===== src/sv/btnclk_pkg.sv =====
// Shared types, state codes, event codes and register indexes for the button
// click and long-press detector. No dependencies.
`default_nettype none

package btnclk_pkg;

   // Width of the internal timestamp arithmetic.
   localparam int TIME_WIDTH = 32;
   // Elapsed-time comparisons are done at the wider of the time and register widths.
   localparam int CMP_WIDTH = (TIME_WIDTH > 16) ? TIME_WIDTH : 16;

   typedef enum logic [2:0] {
      ST_IDLE     = 3'd0,
      ST_DOWN     = 3'd1,
      ST_UP       = 3'd2,
      ST_COUNT    = 3'd3,
      ST_LONG     = 3'd4,
      ST_LONG_END = 3'd5
   } state_type;

   localparam logic [2:0] EV_NONE       = 3'd0;
   localparam logic [2:0] EV_CLICK      = 3'd1;
   localparam logic [2:0] EV_DOUBLE     = 3'd2;
   localparam logic [2:0] EV_MULTI      = 3'd3;
   localparam logic [2:0] EV_LONG_START = 3'd4;
   localparam logic [2:0] EV_LONG_STOP  = 3'd5;

   localparam logic [1:0] REG_DEBOUNCE     = 2'd0;
   localparam logic [1:0] REG_LONG_PRESS   = 2'd1;
   localparam logic [1:0] REG_CLICK_WINDOW = 2'd2;
   localparam logic [1:0] REG_MAX_CLICKS   = 2'd3;

   localparam logic [3:0] CLICKS_MAX = 4'hF;

   typedef struct packed {
      logic        active_level;
      logic [31:0] now_ms;
   } req_type;

   typedef struct packed {
      logic [2:0] event_res;
      logic [3:0] click_count;
      logic       debounced_level;
      logic       long_press_active;
   } rsp_type;

   typedef struct packed {
      logic [15:0] debounce_ms;
      logic [15:0] long_press_ms;
      logic [15:0] click_window_ms;
      logic [3:0]  max_clicks;
   } cfg_type;

   typedef struct packed {
      state_type               fsm;
      state_type               prev;
      logic [TIME_WIDTH-1:0]   start_time;
      logic [3:0]              clicks;
      logic                    debounced;
      logic                    long_active;
   } ctx_type;

endpackage

`default_nettype wire


===== src/sv/btnclk_step.sv =====
// Next-state and result logic for one button sample.
// Depends on btnclk_pkg for the state, configuration and payload types.
`default_nettype none

module btnclk_step
   import btnclk_pkg::*;
(
   input  var ctx_type cur,
   input  var cfg_type cfg,
   input  var req_type sample,
   output ctx_type     nxt,
   output rsp_type     result
);

   logic [TIME_WIDTH-1:0] now_t;
   logic [TIME_WIDTH-1:0] elapsed;
   logic [CMP_WIDTH-1:0]  elapsed_w;
   logic [CMP_WIDTH-1:0]  debounce_w;
   logic [CMP_WIDTH-1:0]  long_w;
   logic [CMP_WIDTH-1:0]  window_w;
   logic                  level;
   logic                  short_hold;
   logic [2:0]            ev;
   logic                  click_ev;

   assign now_t      = TIME_WIDTH'(sample.now_ms);
   assign elapsed    = now_t - cur.start_time;
   assign elapsed_w  = CMP_WIDTH'(elapsed);
   assign debounce_w = CMP_WIDTH'(cfg.debounce_ms);
   assign long_w     = CMP_WIDTH'(cfg.long_press_ms);
   assign window_w   = CMP_WIDTH'(cfg.click_window_ms);
   assign level      = sample.active_level;
   assign short_hold = elapsed_w < debounce_w;

   always_comb begin
      nxt = cur;
      ev  = EV_NONE;
      case (cur.fsm)
         ST_IDLE: begin
            if (level) begin
               nxt.prev       = cur.fsm;
               nxt.fsm        = ST_DOWN;
               nxt.start_time = now_t;
               nxt.clicks     = '0;
            end
         end
         ST_DOWN: begin
            if (!level) begin
               nxt.prev = cur.fsm;
               if (short_hold) begin
                  // A bounce returns to the state held before this one.
                  nxt.fsm = cur.prev;
               end else begin
                  nxt.fsm        = ST_UP;
                  nxt.debounced  = 1'b0;
                  nxt.start_time = now_t;
               end
            end else if (elapsed_w > long_w) begin
               ev              = EV_LONG_START;
               nxt.long_active = 1'b1;
               nxt.debounced   = 1'b1;
               nxt.prev        = cur.fsm;
               nxt.fsm         = ST_LONG;
            end
         end
         ST_UP: begin
            if (level && short_hold) begin
               nxt.prev = cur.fsm;
               nxt.fsm  = cur.prev;
            end else if (!short_hold) begin
               if (cur.clicks != CLICKS_MAX) begin
                  nxt.clicks = cur.clicks + 4'd1;
               end
               nxt.debounced = level;
               nxt.prev      = cur.fsm;
               nxt.fsm       = ST_COUNT;
            end
         end
         ST_COUNT: begin
            if (level) begin
               nxt.prev       = cur.fsm;
               nxt.fsm        = ST_DOWN;
               nxt.start_time = now_t;
            end else if ((elapsed_w > window_w) || (cur.clicks >= cfg.max_clicks)) begin
               if (cur.clicks == 4'd1) begin
                  ev = EV_CLICK;
               end else if (cur.clicks == 4'd2) begin
                  ev = EV_DOUBLE;
               end else begin
                  ev = EV_MULTI;
               end
            end
         end
         ST_LONG: begin
            if (!level) begin
               nxt.prev       = cur.fsm;
               nxt.fsm        = ST_LONG_END;
               nxt.start_time = now_t;
            end
         end
         ST_LONG_END: begin
            if (level && short_hold) begin
               nxt.prev = cur.fsm;
               nxt.fsm  = cur.prev;
            end else if (!short_hold) begin
               ev              = EV_LONG_STOP;
               nxt.long_active = 1'b0;
               nxt.fsm         = ST_IDLE;
               nxt.prev        = ST_IDLE;
               nxt.clicks      = '0;
               nxt.start_time  = '0;
            end
         end
         default: begin
            nxt.fsm        = ST_IDLE;
            nxt.prev       = ST_IDLE;
            nxt.clicks     = '0;
            nxt.start_time = '0;
         end
      endcase

      // The reported count is taken before a click report ends the gesture.
      result.event_res         = ev;
      result.click_count       = nxt.clicks;
      result.debounced_level   = nxt.debounced;
      result.long_press_active = nxt.long_active;

      click_ev = (ev == EV_CLICK) || (ev == EV_DOUBLE) || (ev == EV_MULTI);
      if (click_ev) begin
         nxt.fsm        = ST_IDLE;
         nxt.prev       = ST_IDLE;
         nxt.clicks     = '0;
         nxt.start_time = '0;
      end
   end

endmodule

`default_nettype wire


===== src/sv/button_click_longpress_detector.sv =====
// Top level of the button click and long-press detector.
// Depends on btnclk_pkg and btnclk_step.
//
// Usage: each req transaction carries one button sample (level with polarity
// applied, and a millisecond timestamp). Each sample yields exactly one rsp
// transaction with an event code (none, click, double, multi, long start,
// long stop), the click count, the debounced level and the long-press flag.
// A sample is held in an input register, then the state machine, one
// subtractor and a few comparators produce the next state and the result,
// which lands in the output register. rsp_valid rises from the output
// register once the state update has moved the sample there from the input
// register; throughput is one sample per cycle while the receiver does not
// stall, set by the state update between the two registers.
// The csr port writes debounce, long-press, click-window and max-click
// registers; write only while no sample is in flight.
// Reset clears the state machine, the pipeline valids and restores the
// register defaults (50, 800, 400, 3). When the receiver stalls, the output
// register holds its transaction and the input register takes one more
// sample; req_ready then drops until the output drains.
`default_nettype none

module button_click_longpress_detector
   import btnclk_pkg::*;
(
   input  wire         clock,
   input  wire         reset,
   input  wire         req_valid,
   output logic        req_ready,
   input  var req_type req_data,
   output logic        rsp_valid,
   input  wire         rsp_ready,
   output rsp_type     rsp_data,
   input  wire         csr_we,
   input  wire  [1:0]  csr_index,
   input  wire  [15:0] csr_wdata
);

   ctx_type ctx_ff, ctx_in;
   cfg_type cfg_ff, cfg_in;
   logic    s1_valid_ff, s1_valid_in;
   req_type s1_data_ff, s1_data_in;
   logic    rsp_valid_ff, rsp_valid_in;
   rsp_type rsp_data_ff, rsp_data_in;

   ctx_type step_ctx;
   rsp_type step_rsp;
   logic    advance;
   logic    out_free;

   btnclk_step u_step (
      .cur    (ctx_ff),
      .cfg    (cfg_ff),
      .sample (s1_data_ff),
      .nxt    (step_ctx),
      .result (step_rsp)
   );

   assign out_free  = !rsp_valid_ff || rsp_ready;
   assign advance   = s1_valid_ff && out_free;
   assign req_ready = !s1_valid_ff || out_free;
   assign rsp_valid = rsp_valid_ff;
   assign rsp_data  = rsp_data_ff;

   always_comb begin
      cfg_in = cfg_ff;
      if (csr_we) begin
         case (csr_index)
            REG_DEBOUNCE:     cfg_in.debounce_ms     = csr_wdata;
            REG_LONG_PRESS:   cfg_in.long_press_ms   = csr_wdata;
            REG_CLICK_WINDOW: cfg_in.click_window_ms = csr_wdata;
            REG_MAX_CLICKS:   cfg_in.max_clicks      = csr_wdata[3:0];
            default:          cfg_in                 = cfg_ff;
         endcase
      end
   end

   always_comb begin
      s1_valid_in  = s1_valid_ff;
      s1_data_in   = s1_data_ff;
      rsp_valid_in = rsp_valid_ff;
      rsp_data_in  = rsp_data_ff;
      ctx_in       = ctx_ff;
      if (req_valid && req_ready) begin
         s1_valid_in = 1'b1;
         s1_data_in  = req_data;
      end else if (advance) begin
         s1_valid_in = 1'b0;
      end
      if (advance) begin
         ctx_in       = step_ctx;
         rsp_valid_in = 1'b1;
         rsp_data_in  = step_rsp;
      end else if (rsp_ready) begin
         rsp_valid_in = 1'b0;
      end
   end

   always_ff @(posedge clock) begin
      if (reset) begin
         s1_valid_ff            <= 1'b0;
         rsp_valid_ff           <= 1'b0;
         ctx_ff.fsm             <= ST_IDLE;
         ctx_ff.prev            <= ST_IDLE;
         ctx_ff.start_time      <= '0;
         ctx_ff.clicks          <= '0;
         ctx_ff.debounced       <= 1'b0;
         ctx_ff.long_active     <= 1'b0;
         cfg_ff.debounce_ms     <= 16'd50;
         cfg_ff.long_press_ms   <= 16'd800;
         cfg_ff.click_window_ms <= 16'd400;
         cfg_ff.max_clicks      <= 4'd3;
      end else begin
         s1_valid_ff  <= s1_valid_in;
         rsp_valid_ff <= rsp_valid_in;
         ctx_ff       <= ctx_in;
         cfg_ff       <= cfg_in;
      end
   end

   always_ff @(posedge clock) begin
      s1_data_ff  <= s1_data_in;
      rsp_data_ff <= rsp_data_in;
   end

endmodule

`default_nettype wire


===== config.mk =====
export PLATFORM = sky130hd
export DESIGN_NAME = button_click_longpress_detector
export DESIGN_NICKNAME = d
export VERILOG_FILES = /design/src/sv/btnclk_pkg.sv /design/src/sv/btnclk_step.sv /design/src/sv/button_click_longpress_detector.sv
export SDC_FILE = /design/constraint.sdc
export NUM_CORES = 1
export LEC_CHECK = 0
export BUFFER_PORTS_ARGS = -buffer_cell sky130_fd_sc_hd__buf_2
export CAP_MARGIN = 20
export CORE_MARGIN = 8
export CORE_UTILIZATION = 40
export CTS_CLUSTER_DIAMETER = 100
export CTS_CLUSTER_SIZE = 20
export DETAILED_ROUTE_END_ITERATION = 16
export GPL_ROUTABILITY_DRIVEN = 0
export GPL_TIMING_DRIVEN = 0
export PLACE_DENSITY = 0.66
export SYNTH_ARGS = -nofsm -noshare
export SYNTH_HDL_FRONTEND = slang
export SYNTH_HIERARCHICAL = 1
export SYNTH_SLANG_ARGS = --single-unit

===== constraint.sdc =====
create_clock -name clock -period 10.99 [get_ports clock]
set_input_delay 0 -clock clock [delete_from_list [all_inputs] [get_ports clock]]
set_output_delay 0 -clock clock [all_outputs]
set_load 0.02 [all_outputs]

After elaboration in Yosys (flattened, before gate mapping)
Cells that the tools add are included.
{"block": "totals", "regBits": 140, "input_bits": 56, "out_inout_bits": 11, "elab_cells": 111}
{"block": "op_classes", "n_addsub": 2, "magnitude_cmp": 4, "eq_ne": 25, "n_mux": 41, "reduce_logical": 21}
{"cell": "case mux 32 bit (6 select lines)", "n": 1}
{"cell": "two-way mux 42 bit", "n": 3}
{"cell": "two-way mux 38 bit", "n": 2}
{"cell": "greater-than comparator 32 x 16 -> 1 bit", "n": 2}
{"cell": "two-way mux 32 bit", "n": 2}
{"cell": "two-way mux 36 bit", "n": 1}
{"cell": "case mux 6 bit (6 select lines)", "n": 1}
{"cell": "< comparator 32 x 16 -> 1 bit", "n": 1}
{"cell": "subtractor 32 bit", "n": 1}
{"cell": "two-way mux 6 bit", "n": 5}
{"cell": "two-way mux 3 bit", "n": 7}
{"cell": "case mux 4 bit (4 select lines)", "n": 1}
{"cell": "!= test 3 x 2 -> 1 bit, second input constant", "n": 5}
{"cell": "equality test 3 x 2 -> 1 bit, second input constant", "n": 4}
{"cell": "!= test 4 bit, second input constant", "n": 3}
{"cell": "two-way mux 1 bit", "n": 10}
{"cell": "two-way mux 5 bit", "n": 2}
{"cell": "case mux 3 bit (3 select lines)", "n": 1}
{"cell": "AND reduction 9 bit", "n": 1}
{"cell": "AND reduction 2 bit", "n": 4}
{"cell": "AND reduction 7 bit", "n": 1}
{"cell": "equality test 3 x 1 -> 1 bit, second input constant", "n": 2}
{"cell": "equality test 3 bit, second input constant", "n": 2}
{"cell": "!= test 3 bit, second input constant", "n": 2}
{"cell": "18 further kinds", "n": 29}

Logic depth before layout (Yosys ltp)
Gate-level depths: netlist of run 1.
{"block": "depth", "word_depth": 11, "depth_mapped": 23, "mapped_depth_nobuf": 21}

Cells and area by module
Netlist of run 1, hierarchy kept.
{"mod": "btnclk_step", "n_inst": 1, "cells_per_inst": 826, "area_each_um2": 5216.3, "seq_area_each_um2": 0.0}
{"mod": "button_click_longpress_detector", "n_inst": 1, "cells_per_inst": 468, "area_each_um2": 5161.2, "seq_area_each_um2": 3223.1}

Worst setup path before layout of run 1
No wires, ideal clock.
{"block": "synth_timing", "kind": "register to register", "from": "register s1_data_ff[0] (netlist bit)", "to": "register ctx_ff[27] (netlist bit)", "setup_time_ns": 0.120, "arrival_ns": 4.355, "t_required_ns": 10.870, "path_slack_ns": 6.515, "stages_incl_launch_ff": 24, "path_buffers": 2, "period_less_slack_ns": 4.475, "path_cell_list": "edfxtp_1 > inv_1 > ha_1 > fa_1 > nand2b_1 > a21o_1 > nand2_1 > a31oi_1 > o31ai_1 > xor2_1 > ha_1 > a21o_1 > a21oi_1 > o21ai_0 > a31oi_1 > nand4_1 > or3_4 > a211o_1 > buf_4 > buf_6 > a32oi_1 > nor2_1 > nand2b_1 > mux2i_1"}
{"element": "start, declared", "line_no": "button_click_longpress_detector.sv:41", "text": "req_type s1_data_ff, s1_data_in;"}
{"element": "start signal, assigned", "line_no": "button_click_longpress_detector.sv:121", "text": "s1_data_ff <= s1_data_in;"}
{"element": "end signal, assigned", "line_no": "button_click_longpress_detector.sv:115", "text": "ctx_ff <= ctx_in;"}
{"element": "end, declared", "line_no": "button_click_longpress_detector.sv:38", "text": "ctx_type ctx_ff, ctx_in;"}

==> out/qor.yml, run 1 <==
setup.worst_path.start_class: "flip-flop"
end_kind: "flip-flop"
dr.pass1.iters: 5
n_fill_cell: 2466
p_switching_uw: 511
layout_common_cells: "sky130_fd_sc_hd__nand2_1, sky130_fd_sc_hd__a21oi_1, sky130_fd_sc_hd__nand2b_1, sky130_fd_sc_hd__dfxtp_1, sky130_fd_sc_hd__inv_1"
synth_enable_flop_cells: 42
initial_core_util_pct: 40.3
tightest_slew_ps: 842
groute.layer.met3.usage_pct: 3.48
clock_path_buffers: 2
dominantRegCellSynth: "sky130_fd_sc_hd__dfxtp_1"
grtUsageMet2_pct: 31.3
grt_antenna_before_repair: 0
p_int_mw: 1.04
cts_tree: "done"
grt_first_pass_wirelength_mm: 49.8
relSlewSlack_pct: 43.1
global_route.overflow_total: 0
synth_area_per_cell_um2: 8.02
grt.busiest_layer: "met2"
port_buffers: 65
worstReg2RegStart: "s1_data_ff[2]$_DFFE_PP_"
layout_commonest_cell: "sky130_fd_sc_hd__nand2_1"
ioPinCount: 67
critPathSlowestCell: "sky130_fd_sc_hd__o41ai_1"
use_met1_pct: 25.7
classification_of_the_worst_setup_path: "reg2reg"
skew_ps: 10.8
avgViaCountPerCell: 5.60
final_routed_wirelength_across_all_metal_layers_mm: 30.5
final.min_clock_period_ps: 6040
unrepaired_setup_endpoints_after_global_routing: "no"
drive_above_1_share_pct: 10.5
rows: 59
crit_required_ps: 11350
vias: 9969
period_share_pct: 55.0
floorplan.die_area_um2: 31400
worst-path-buf-inv: 2
antennaDiodeCount: 0
register_bit_count_reported_by_yosys: 140
synth_warnings: 6
finalInstanceArea_um2: 12300
worstSetupStartpoint: "s1_data_ff[2]$_DFFE_PP_"
grt_usage_pct: 19.5
seqPwrFrac_pct: 36.9
first_iter_violations: 917
p_comb_share_pct: 26.5
synth_fp_nets: 1436
post_synth_inst_count: 1294
final_antenna_net_count: 0
final-max-slew-violation-count: 0
core-area_um2: 25800
max_freq_mhz: 165
holdBufCountCts: 54
dpl.hpwl_mm: 22.8
fp.dieH_um: 177
power.density_nw_per_um2: 127
worstSkewPairLatency_ps: 440
power_frac_clock_pct: 36.6
synth.distinct_cells: 75
area_growth_syn_to_layout_pct: 18.2
hold_start: "csr_index[1]"
proportion_of_total_power_due_to_net_switching_pct: 32.9
maximum_fanout_along_the_worst_path: 10
grt_max_degree: 26
cts.sinks: 140
finalSetupViolCount: 0
cts_max_level: 4
dpl-instance-area_um2: 11200
path_delay_family: "compound AO/OA/AOI/OAI gates"
final_tns_setup_ps: 0
post_synthesis_cell_area_um2: 10400
routedWlPerCell_um: 17.1
grt_pass1_vias: 9621
route.detailed.drc: 0
max-vdd-ir-drop_uv: 83.4
drv.max_cap_violation_count: 0
synthArstFlopShare_pct: 0
timing.critical_path.cells: "ha_1, o211ai_1, a21oi_1, o21ai_1, o41ai_1, xor2_1, ha_1, a21oi_1, o21ai_0, a31oi_1, nand4_1, or3_4, o22ai_1, buf_2, buf_4, a32oi_1, nor2_1, nand2b_1, mux2i_1"
min-delay-path-class: "in2reg"
synth_seq_area_share_pct: 31.1
worst_path_largest_cell_delay_ps: 830
numCtsBuffers: 17
die_width_um: 177
outcome: "finished clean"
leakagePower_nw: 4.70
cts_root_buffer: "sky130_fd_sc_hd__clkbuf_16"
final_net_count: 1575
timing.final.hold_violations: 0
post_cts.resized_instances: 0
cp.arrival_ps: 6400
cts_setup_buffers: 0
path_clk_slew_ps: 60
stage by stage:
stage / setup WS, ps / cells / hold WS (ps) / util [%] / power [mW]
after floorplan: 6510 / 1294 / 98.9 / - / 0.863
after global placement: 5210 / 1694 / 177 / 43.2 / 0.962
after detailed placement: 5130 / 1695 / 178 / 43.3 / 0.971
after CTS: 5110 / 1781 / 23.1 / 47.6 / 1.56
after global routing: 4630 / 1781 / 91.7 / 47.6 / 1.63
final: 4950 / 1781 / 44.5 / 47.6 / 1.55
layout make-up:
class | instances | area [um2] | area share, %
Tap cell | 335 | 419 | 3.42
Clock inverter | 15 | 136 | 1.11
Sequential cell | 140 | 3220 | 26.3
Timing Repair Buffer | 120 | 893 | 7.28
Clock buffer | 17 | 425 | 3.47
Buffer | 76 | 395 | 3.22
Inverter | 93 | 349 | 2.85
Multi-Input combinational cell | 985 | 6420 | 52.4
layer usage:
layer | vias up | share of wire, % | wire length, um
met5 | - | 0 | 0
met4 | 0 | 2.7 | 826
met3 | 67 | 7.0 | 2130
met2 | 400 | 45 | 13800
met1 | 4604 | 45 | 13800
li1 | 4898 | - | -
cells by family (layout without fill, tap and decap cells):
logic type	Yosys count	count (layout)	synth area share [%]
AOI/OAI and AO/OA	359	359	22.4
muxes	47	47	4.55
xor gates and xnor gates	22	22	1.86
adders and majority gates	87	87	10.5
buffers and inverters	169	321	7.17
DFF	140	140	31.1
and+or+nand+nor	470	470	22.4
synth_stat cells, types with 24 or more instances:
library cell	n	area share, %
sky130_fd_sc_hd__nand2_1	172	6.2
sky130_fd_sc_hd__edfxtp_1	42	12
sky130_fd_sc_hd__clkbuf_1	39	1.4
sky130_fd_sc_hd__a21o_1	24	1.7
sky130_fd_sc_hd__inv_1	93	3.4
sky130_fd_sc_hd__nor3_1	31	1.5
sky130_fd_sc_hd__ha_1	85	10
sky130_fd_sc_hd__a21oi_1	110	5.3
sky130_fd_sc_hd__a32oi_1	30	2.5
sky130_fd_sc_hd__mux2i_1	46	4.4
sky130_fd_sc_hd__nor2_1	79	2.9
sky130_fd_sc_hd__a22oi_1	29	2.1
sky130_fd_sc_hd__dfxtp_1	98	19
sky130_fd_sc_hd__nand2b_1	101	6.1
sky130_fd_sc_hd__o21ai_0	65	3.1
flip-flops by register name, indices dropped and copies added (netlist names):
register     count
cfg_ff          52
ctx_ff          44
rsp_data         9
rsp_valid        1
s1_valid_ff      1
s1_data_ff      33
power by group through the flow:
stage                     clock, mW  combinational, mW  sequential, mW
after floorplan                   0              0.283           0.580
after global placement            0              0.378           0.584
after detailed placement          0              0.387           0.584
after CTS                     0.580              0.406           0.573
after global routing          0.597              0.457           0.575
final                         0.568              0.412           0.573
path summary, 6_finish.rpt:
path	slack (ps)	to	cells after the start
setup / recovery	4950	ctx_ff[27]$_SDFFE_PP0P_	19
hold / removal	40	cfg_ff[37]$_SDFFE_PP1P_	4
setup reg to reg	4950	ctx_ff[27]$_SDFFE_PP0P_	19
hold reg to reg	450	cfg_ff[38]$_SDFFE_PP0P_	2
worst min-delay path, delay by kind of cell:
family        cells  cell delay [ps]
buf+inv           1              160
simple gates      3              260
Power figures use the tool's default switching activity.
==> run 2: changes to the inputs <==
- PLACE_DENSITY: 0.66 -> 0.68
- clock period: 10.99 -> 5.1 ns (I/O delays scaled with it)
==> out/qor.yml, run 2 (synthesis gave the netlist of run 1 again) <==
period_share_pct: 95.9  # +41 points
final_antenna_net_count: 0  # unchanged
min-delay-path-class: "in2reg"
maximum_fanout_along_the_worst_path: 10  # unchanged
worstSkewPairLatency_ps: 430  # about the same
cts_max_level: 4  # unchanged
floorplan.die_area_um2: 31400  # unchanged
post_layout_total_power_mw: 3.45  # +120%
cts_root_buffer: "sky130_fd_sc_hd__clkbuf_16"
numCtsBuffers: 17  # unchanged
leakagePower_nw: 4.81  # +2.3%
area_growth_syn_to_layout_pct: 20.8
drive_above_1_share_pct: 13.0  # +2.5 points
worstSetupStartpoint: "s1_data_ff[9]$_DFFE_PP_"
timing.critical_path.cells: "ha_1, buf_2, nand4_1, nor2_1, o21ai_4, nand2_1, xor2_2, ha_1, a21o_1, a21o_1, a21oi_1, o21ai_2, a31oi_4, nand4_1, or3_4, a211o_1, buf_4, buf_6, a32oi_1, nor2_1, nand2b_1, mux2i_1"
final_net_count: 1582  # +0.44%
critPathSlowestCell: "sky130_fd_sc_hd__edfxtp_1"
fp.dieH_um: 177  # unchanged
cp.arrival_ps: 5200  # -1200 ps
first_iter_violations: 922  # +0.55%
relSlewSlack_pct: 53.8  # +11 points
pre_cts_slack_ps: -699  # -5830 ps
port_buffers: 65  # unchanged
finalInstanceArea_um2: 12500  # +2.2%
antennaDiodeCount: 0  # unchanged
avgViaCountPerCell: 5.63  # +0.50%
dr.pass1.iters: 7  # +2
worst_path_largest_cell_delay_ps: 490  # -340 ps
grt_antenna_before_repair: 0  # unchanged
worst_setup_path_endpoint: "ctx_ff[33]$_SDFFE_PP0P_"
path_delay_family: "compound AO/OA/AOI/OAI gates"
outcome: "finished clean"
route.detailed.drc: 0  # unchanged
r2r.worst_path.cells: 22  # +3
vias: 10100  # +0.89%
global_route.overflow_total: 0  # unchanged
worstReg2RegStart: "s1_data_ff[9]$_DFFE_PP_"
layout_commonest_cell: "sky130_fd_sc_hd__nand2_1"
ioPinCount: 67  # unchanged
classification_of_the_worst_setup_path: "reg2reg"
r2r-end: "ctx_ff[33]$_SDFFE_PP0P_"
end_kind: "flip-flop"
fin_ws_ps: 208  # -4740 ps
final_routed_wirelength_across_all_metal_layers_mm: 30.4  # -0.44%
power.density_nw_per_um2: 275  # +120%
finalSetupViolCount: 0  # unchanged
dpl.hpwl_mm: 22.2  # -2.3%
grt_pass1_vias: 9487  # -1.4%
biggest_registers_after_layout: "cfg_ff x52, ctx_ff x44, s1_data_ff x33"
initial_core_util_pct: 40.3  # unchanged
timing.final.hold_violations: 0  # unchanged
path_clk_slew_ps: 70  # about the same
worst-path-buf-inv: 3  # +1
final-max-slew-violation-count: 0  # unchanged
grt_first_pass_wirelength_mm: 48.6  # -2.4%
clock_path_buffers: 2  # unchanged
holdWs_ps: 47.6  # +3.11 ps
r2r_setup_slack_ps: 210  # -4740 ps
cts_tree: "done"
routedWlPerCell_um: 17.0  # -0.83%
largest_register_ff_count: 52  # unchanged
post_layout_util_pct: 48.6  # +1.0 points
n_fill_cell: 2431  # -1.4%
skew_ps: 10.6  # -0.202 ps
crit_required_ps: 5410  # -5940 ps
drv.max_cap_violation_count: 0  # unchanged
rows: 59  # unchanged
grt_max_degree: 26  # unchanged
final.min_clock_period_ps: 4890  # -1150 ps
setup.worst_path.start_class: "flip-flop"
cp.depth: 22  # +3
grt_usage_pct: 19.0  # -0.50 points
cts.sinks: 140  # unchanged
tightest_slew_ps: 686  # -156 ps
layout_common_cells: "sky130_fd_sc_hd__nand2_1, sky130_fd_sc_hd__a21oi_1, sky130_fd_sc_hd__nand2b_1, sky130_fd_sc_hd__dfxtp_1, sky130_fd_sc_hd__inv_1"
core-area_um2: 25800  # unchanged
max-vdd-ir-drop_uv: 160  # +92%
registers.top_by_ff_count: "cfg_ff"
dpl-instance-area_um2: 11200  # unchanged
die_width_um: 177  # unchanged
max_freq_mhz: 204  # +24%
run 2: changes by cell type in the layout (fill, tap and decap cells not counted), sizes merged:
cell,delta
buf,+9
clkinv,+1
clkbuf,-1
bufinv,+1
clkinvlp,-2
inv,-1
run 2: power by group:
part	switching [mW]	leakage [nW]	total (mW)	internal [mW]
Clock	0.545	0.290	1.28	0.731
Sequential	0.0387	1.21	1.24	1.20
Combinational	0.542	3.31	0.940	0.399
Total	1.13	4.81	3.45	2.33
run 2: tightest hold or removal path: stages:
cell	delay [ps]
sky130_fd_sc_hd__buf_2	150
sky130_fd_sc_hd__nor3b_4	90
sky130_fd_sc_hd__nor3_1	130
sky130_fd_sc_hd__a21oi_1	50
run 2: layer usage:
metal / vias to the layer above / share of wire, % / routed length (um) / global-route usage [%]
met2: 400 / 47 / 14200 / 30.5
li1: 4908 / - / - / -
met5: - / 0 / 0 / 0
met3: 44 / 6.8 / 2060 / 3.35
met1: 4706 / 45 / 13600 / 25.4
met4: 0 / 2.0 / 612 / 6.73
run 2: per-stage QoR:
stage,TNS (ps),instances
6_report,0,1788
5_1_grt,-7.58,1788
4_1_cts,0,1784
3_5_place_dp,-22840,1695
3_3_place_gp,-22240,1694
2_1_floorplan,0,1294
run 2: repair_timing:
item | in CTS | in global routing
buffers inserted | 3 | 5
endpoints found under the setup margin | 52 | 48
gates resized for setup | 10 | 32
hold buffers | 54 | 0
pin swaps | 2 | 8
endpoints found under the hold margin | 87 | 0
run 2: worst min path at each step:
| stage | endpoint | slack (ps) | cells after the start | start |
|---|---|---|---|---|
| after floorplan | s1_data_ff[0]$_DFFE_PP_ | 100 | 0 | req_data[0] |
| after global placement | s1_data_ff[25]$_DFFE_PP_ | 180 | 1 | req_data[25] |
| after detailed placement | s1_data_ff[20]$_DFFE_PP_ | 180 | 1 | req_data[20] |
| after CTS | cfg_ff[41]$_SDFFE_PP1P_ | 30 | 4 | csr_index[0] |
| after global routing | cfg_ff[41]$_SDFFE_PP1P_ | 60 | 4 | csr_index[0] |
| final | cfg_ff[41]$_SDFFE_PP1P_ | 50 | 4 | csr_index[0] |
run 2: final cells by class:
type	count	area, um2	share of cell area (%)
clock buffer	18	429	3.42
inverter	93	349	2.79
multi-input combinational	985	6600	52.7
sequential	140	3220	25.7
buffer	75	400	3.20
timing repair buffer	128	953	7.61
clock inverter	14	159	1.27
tap	335	419	3.34
